[src/rtl/dms_pkg.sv]
// Shared types, constants and tables for the delivery mission sequencer.
package dms_pkg;

	// CORDIC datapath widths: operands up to 2^49 plus gain, angle in 2^-16 rad
	localparam int CW = 52;
	localparam int ZW = 20;
	localparam int CORDIC_STEPS = 17;

	localparam logic signed [ZW-1:0] HALF_PI_U16 = ZW'(102944);
	localparam logic [32:0] TEN_SECONDS = 33'd655360;
	localparam logic [17:0] K_TENTH = 18'd133509;
	localparam logic [17:0] K_HUNDREDTH = 18'd13351;

	// config register indexes
	localparam logic [2:0] CFG_FLIGHT_ALT = 3'd0;
	localparam logic [2:0] CFG_ADV_PITCH = 3'd1;
	localparam logic [2:0] CFG_ARRIVE_TOL = 3'd2;
	localparam logic [2:0] CFG_LAND_TOL = 3'd3;
	localparam logic [2:0] CFG_COLL_TOL = 3'd4;
	localparam logic [2:0] CFG_BAL_GAIN = 3'd5;

	typedef enum logic [2:0] {
		M_IDLE = 3'd0,
		M_TAKEOFF = 3'd1,
		M_ROUTE = 3'd2,
		M_LAND = 3'd3,
		M_DELIVER = 3'd4,
		M_SHUTDOWN = 3'd5,
		M_COLLISION = 3'd6
	} mode_t;

	// one CORDIC job: which difference, which gain, which reference it feeds
	typedef enum logic [2:0] {
		J_TX = 3'd0,	// takeoff_x - x, 0.1 -> roll
		J_TY = 3'd1,	// takeoff_y - y, 0.1 -> pitch
		J_HEAD = 3'd2,	// atan2 to goal -> yaw
		J_GY = 3'd3,	// y - goal_y, 0.01 -> roll
		J_GX = 3'd4,	// x - goal_x, 0.01 -> pitch
		J_HY = 3'd5,	// home_y - y, 0.1 -> roll
		J_HX = 3'd6	// home_x - x, 0.1 -> pitch
	} job_t;

	typedef struct packed {
		logic capture;
		logic pre;
		logic diff;
		logic gain;
		logic cstart;
		logic scale;
		logic wr;
		logic sq;
		logic [1:0] sq_sel;
		logic fin;
		job_t job;
	} dms_cmd_t;

	typedef struct packed {
		logic is_new;
		mode_t mode;
		logic cdone;
		logic out_free;
	} dms_stat_t;

	function automatic logic signed [ZW-1:0] atan_step(input logic [4:0] i);
		logic signed [ZW-1:0] v;
		case (i)
			5'd0: v = ZW'(51472);
			5'd1: v = ZW'(30386);
			5'd2: v = ZW'(16055);
			5'd3: v = ZW'(8150);
			5'd4: v = ZW'(4091);
			5'd5: v = ZW'(2047);
			5'd6: v = ZW'(1024);
			5'd7: v = ZW'(512);
			5'd8: v = ZW'(256);
			5'd9: v = ZW'(128);
			5'd10: v = ZW'(64);
			5'd11: v = ZW'(32);
			5'd12: v = ZW'(16);
			5'd13: v = ZW'(8);
			5'd14: v = ZW'(4);
			5'd15: v = ZW'(2);
			5'd16: v = ZW'(1);
			default: v = '0;
		endcase
		return v;
	endfunction

endpackage

[src/rtl/dms_ctrl.sv]
// Controller: sequences capture, latches, CORDIC jobs, squares and write-back.
module dms_ctrl (
	input  logic clk,
	input  logic arst_n,
	input  logic s_tvalid,
	output logic s_tready,
	input  dms_pkg::dms_stat_t stat,
	output dms_pkg::dms_cmd_t cmd
);
	import dms_pkg::*;

	typedef enum logic [9:0] {
		S_IDLE = 10'b0000000001,
		S_PRE = 10'b0000000010,
		S_JD = 10'b0000000100,
		S_JP = 10'b0000001000,
		S_JS = 10'b0000010000,
		S_JW = 10'b0000100000,
		S_JM = 10'b0001000000,
		S_JR = 10'b0010000000,
		S_SQ = 10'b0100000000,
		S_FIN = 10'b1000000000
	} st_t;

	st_t st_q;
	job_t job_q;
	logic [1:0] sq_q;

	always_ff @(posedge clk or negedge arst_n) begin
		if (!arst_n) begin
			st_q <= S_IDLE;
			job_q <= J_TX;
			sq_q <= '0;
		end else begin
			case (st_q)
				S_IDLE: if (s_tvalid) st_q <= S_PRE;
				S_PRE: begin
					if (stat.is_new) begin
						st_q <= S_IDLE;
					end else begin
						st_q <= S_JD;
						case (stat.mode)
							M_TAKEOFF: job_q <= J_TX;
							M_ROUTE: job_q <= J_HEAD;
							M_LAND: job_q <= J_GY;
							M_DELIVER: job_q <= J_HY;
							default: st_q <= S_FIN;
						endcase
					end
				end
				S_JD: st_q <= S_JP;
				S_JP: st_q <= S_JS;
				S_JS: st_q <= S_JW;
				S_JW: if (stat.cdone) st_q <= S_JM;
				S_JM: st_q <= S_JR;
				S_JR: begin
					st_q <= S_JD;
					case (job_q)
						J_TX: job_q <= J_TY;
						J_TY: job_q <= J_HEAD;
						J_GY: job_q <= J_GX;
						J_HY: job_q <= J_HX;
						J_HEAD: begin
							if (stat.mode == M_ROUTE) begin
								st_q <= S_SQ;
								sq_q <= '0;
							end else begin
								st_q <= S_FIN;
							end
						end
						default: st_q <= S_FIN;
					endcase
				end
				S_SQ: begin
					sq_q <= sq_q + 2'd1;
					if (sq_q == 2'd2) st_q <= S_FIN;
				end
				S_FIN: if (stat.out_free) st_q <= S_IDLE;
				default: st_q <= S_IDLE;
			endcase
		end
	end

	assign s_tready = (st_q == S_IDLE);

	always_comb begin
		cmd = '0;
		cmd.job = job_q;
		cmd.sq_sel = sq_q;
		cmd.capture = (st_q == S_IDLE) && s_tvalid;
		cmd.pre = (st_q == S_PRE);
		cmd.diff = (st_q == S_JD);
		cmd.gain = (st_q == S_JP);
		cmd.cstart = (st_q == S_JS);
		cmd.scale = (st_q == S_JM);
		cmd.wr = (st_q == S_JR);
		cmd.sq = (st_q == S_SQ);
		cmd.fin = (st_q == S_FIN) && stat.out_free;
	end

	a_capture_pre: assert property (@(posedge clk) disable iff (!arst_n)
		cmd.capture |=> (st_q == S_PRE) && !s_tready)
		else $error("accepted word did not enter the latch step");

	a_done_moves: assert property (@(posedge clk) disable iff (!arst_n)
		(st_q == S_JW) && stat.cdone |=> (st_q == S_JM))
		else $error("CORDIC result not taken");

endmodule

[config.mk]
export PLATFORM = sky130hd
export DESIGN_NAME = dms_ctrl
export DESIGN_NICKNAME = d
export VERILOG_FILES = /design/src/rtl/dms_pkg.sv /design/src/rtl/dms_ctrl.sv
export SDC_FILE = /design/constraint.sdc
export NUM_CORES = 1
export LEC_CHECK = 0
export BUFFER_PORTS_ARGS = -buffer_cell sky130_fd_sc_hd__buf_2
export CORE_ASPECT_RATIO = 1.4
export CORE_MARGIN = 2
export CORE_UTILIZATION = 45
export DETAILED_ROUTE_END_ITERATION = 10
export HOLD_SLACK_MARGIN = 0.15
export PLACE_DENSITY = 0.76
export RECOVER_POWER = 25
export SLEW_MARGIN = 10
export SYNTH_ARGS = -nofsm -noshare
export SYNTH_HDL_FRONTEND = slang
export SYNTH_SLANG_ARGS = --single-unit
export TNS_END_PERCENT = 1
[constraint.sdc]
create_clock -name clk -period 2.74 [get_ports clk]
set_input_delay 0.548 -clock clk [delete_from_list [all_inputs] [get_ports clk]]
set_output_delay 0.548 -clock clk [all_outputs]
set_load 0.02 [all_outputs]
==> impl_metrics.env <==
export IMPL_synth_async_sr_flop_share_pct=100
export IMPL_synth_warnings=0
export IMPL_power_density_nw_per_um2=649
export IMPL_rows=20
export IMPL_drive_gt1_share_pct=27.2
export IMPL_die_h_microns=60.9
export IMPL_area_growth_synth_to_final_pct=15.6
export IMPL_syn_avg_cell_area_sq_um=8.40
export IMPL_coreArea_sq_um=2180
export IMPL_synth_edf_count=0
export IMPL_worst_pin_slew_ns=0.836
export IMPL_seq_area_frac_synth_pct=36.2
export IMPL_root_buffer="clkbuf_4"
export IMPL_slew_headroom_pct=44.3
export IMPL_synth_nets=134
export IMPL_clk_pin_slew_ns=0.09
export IMPL_syn_instance_count=124
export IMPL_grt_max_degree=16
export IMPL_clock_sinks=15
export IMPL_vias_per_cell=5.92
export IMPL_htree_levels=1
export IMPL_dieWidth_microns=44.7
export IMPL_p_leak_nw=0.565
export IMPL_rsz0062_at_grt="no"
export IMPL_cts_buffers=3
export IMPL_finalSetupTns_ns=0
export IMPL_clock_path_buffers=2
export IMPL_skew_ns=0.000907
export IMPL_port_buffers=23
export IMPL_yosys_most_used_dff="dfrtp_1"
export IMPL_avgRoutedWirePerCell_microns=14.1
export IMPL_use_met1_pct=23.5
export IMPL_endpoint_kind="output pin"
export IMPL_cts_tree="built"
export IMPL_cp_required_ns=2.19
export IMPL_grt_usage_pct=18.6
export IMPL_ios=24
export IMPL_ant_nets=0
export IMPL_gr_usage_met3_pct=2.68
export IMPL_cts_hold_buffers=0
export IMPL_dp_hpwl_microns=1750
export IMPL_cp_max_fo=9
export IMPL_n_fill_cell=202
export IMPL_dp_cells=164
export IMPL_hold_violations=0
export IMPL_fmax_ghz=0.388
export IMPL_synth_seq_cells=15
export IMPL_synthXorXnorAreaFrac_pct=2.52
export IMPL_period_share_pct=94.0
export IMPL_grt_overflow_total=0
export IMPL_min_path_type="in2async"
export IMPL_antennaDiodeCount=0
export IMPL_power_uw=782
export IMPL_arrival_ns=2.03
export IMPL_start_kind="flop"
export IMPL_insertion_delay_ns=0.28
export IMPL_yosysTopAreaCellShare_pct=33.7
export IMPL_layout_cells_non_filler=169
export IMPL_multi_input_area_sq_um=622
export IMPL_antenna_found_initial=0
export IMPL_min_period_ns=2.58
export IMPL_fin_nets=158
export IMPL_globalRouteMet2Util_pct=30.6
export IMPL_synth_commonest_cells="nor2_1, dfrtp_1, a21oi_1"
export IMPL_drc_errors=0
export IMPL_status="completed"
export IMPL_synth_distinct_cells=45
export IMPL_ff_latch_area_sq_um=379
export IMPL_dieArea_sq_um=2720
export IMPL_synth_top_family_by_area="simple AND/OR/NAND/NOR gates"
export IMPL_top_usage_layer="met2"
export IMPL_syn_cell_area_sq_um=1040
export IMPL_muxShareOfSynthArea_pct=0
export IMPL_yosys_cell_count_top_type="nor2_1"
export IMPL_vias=1000
export IMPL_synthAdderAreaFrac_pct=2.16
export IMPL_irDropWorstVdd_uv=368
export IMPL_drt_initial_drc_count=18
export IMPL_drt_wl_total_microns=2390
export IMPL_utilization_pct=55.3
export IMPL_drv_cap=0
export IMPL_synth_compound_area_share_pct=17.4
export IMPL_grt_pass1_vias=877
export IMPL_crit_type="reg2out"
export IMPL_grt_pass1_wl_microns=3750
export IMPL_drt_pass1_iter_count=4
export IMPL_synth_simple_gate_area_share_pct=35.8
export IMPL_start_util_pct=47.8
export IMPL_gp_congestion=0.784
export IMPL_setup_viol=0
export IMPL_yosysTopAreaCell="dfrtp_1"
export IMPL_drv_slew=0
export IMPL_synth_area_leaders="dfrtp_1, nor2_1, nor3b_1"
export IMPL_final_area_sq_um=1200
export IMPL_placed_area_sq_um=1150
[sequential cells by signal, indices dropped and copies added (netlist names)]
signal	cells
job_q	3
sq_q	2
st_q	10
[layer usage]
| layer | vias up | part of all wire (%) |
|---|---|---|
| met5 | - | 0 |
| met4 | 0 | 1.7 |
| met3 | 5 | 3.3 |
| li1 | 492 | - |
| met1 | 480 | 42 |
| met2 | 23 | 53 |
[cell families (layout without fill, tap and decap cells)]
kind of cell               after synthesis  count (layout)
and+or+nand+nor                         63              63
AOI/OAI and AO/OA                       29              29
DFF                                     15              15
buffers and inverters                   12              35
xor gates and xnor gates                 3               3
adders and majority gates                2               2
[layout by cell type, fill, tap and decap left out, drive strengths merged, types with 4 or more instances in the layout]
master | synthesis | routed
buf | 3 | 23
nor2 | 16 | 16
dfrtp | 14 | 14
o21ai | 9 | 9
a21oi | 8 | 8
nor3b | 7 | 7
nand2 | 6 | 6
nand2b | 6 | 6
inv | 6 | 6
nor3 | 6 | 6
nand3 | 5 | 5
clkbuf | 2 | 4
nor4 | 4 | 4
[final timing paths]
| check | from | endpoint | slack (ns) | cells after the start |
|---|---|---|---|---|
| worst max-delay path | st_q[2] | cmd[7] | 0.16 | 5 |
| worst min-delay path | arst_n | st_q[8] | 0.33 | 1 |
| worst max register to register | st_q[2] | job_q[1] | 0.60 | 5 |
| worst min register to register | st_q[7] | st_q[7] | 0.49 | 1 |
| max in group asynchronous | arst_n | st_q[6] | 1.84 | 1 |
| min in group clk | stat[0] | st_q[9] | 0.48 | 2 |
[what timing repair did]
item	CTS	global route
setup buffers	0	1
endpoints found under the setup margin	0	3
resized for setup	0	6
[critical path, cell delays in order (launching register included)]
cell,delay [ns]
dfrtp_1,0.50
nor4_4,0.39
nand3_2,0.15
or3b_4,0.44
clkinv_1,0.10
buf_2,0.16
[metrics by stage]
stage               setup slack, ns  hold slack [ns]
floorplan                     0.354            0.252
global placement              0.451            0.473
detailed placement            0.396            0.474
CTS                          0.0771            0.162
global route                 0.0523            0.377
finish                        0.164            0.330
[final cells by class]
cell class | count | share of cell area, %
Tap cell | 22 | 2.29
Sequential cell | 15 | 31.5
Clock buffer | 3 | 1.87
Multi-Input combinational cell | 97 | 51.7
Inverter | 7 | 2.18
Clock inverter | 1 | 0.416
Timing Repair Buffer | 24 | 10.1
[power by group]
| part | internal (mW) | leakage, nW | switching, mW | total (mW) |
|---|---|---|---|---|
| clock | 0.0542 | 0.0177 | 0.0747 | 0.129 |
| combinational | 0.127 | 0.364 | 0.196 | 0.322 |
| sequential | 0.259 | 0.183 | 0.0707 | 0.330 |
| total | 0.440 | 0.565 | 0.341 | 0.782 |
Note: power is estimated with default switching activity, not from simulation.
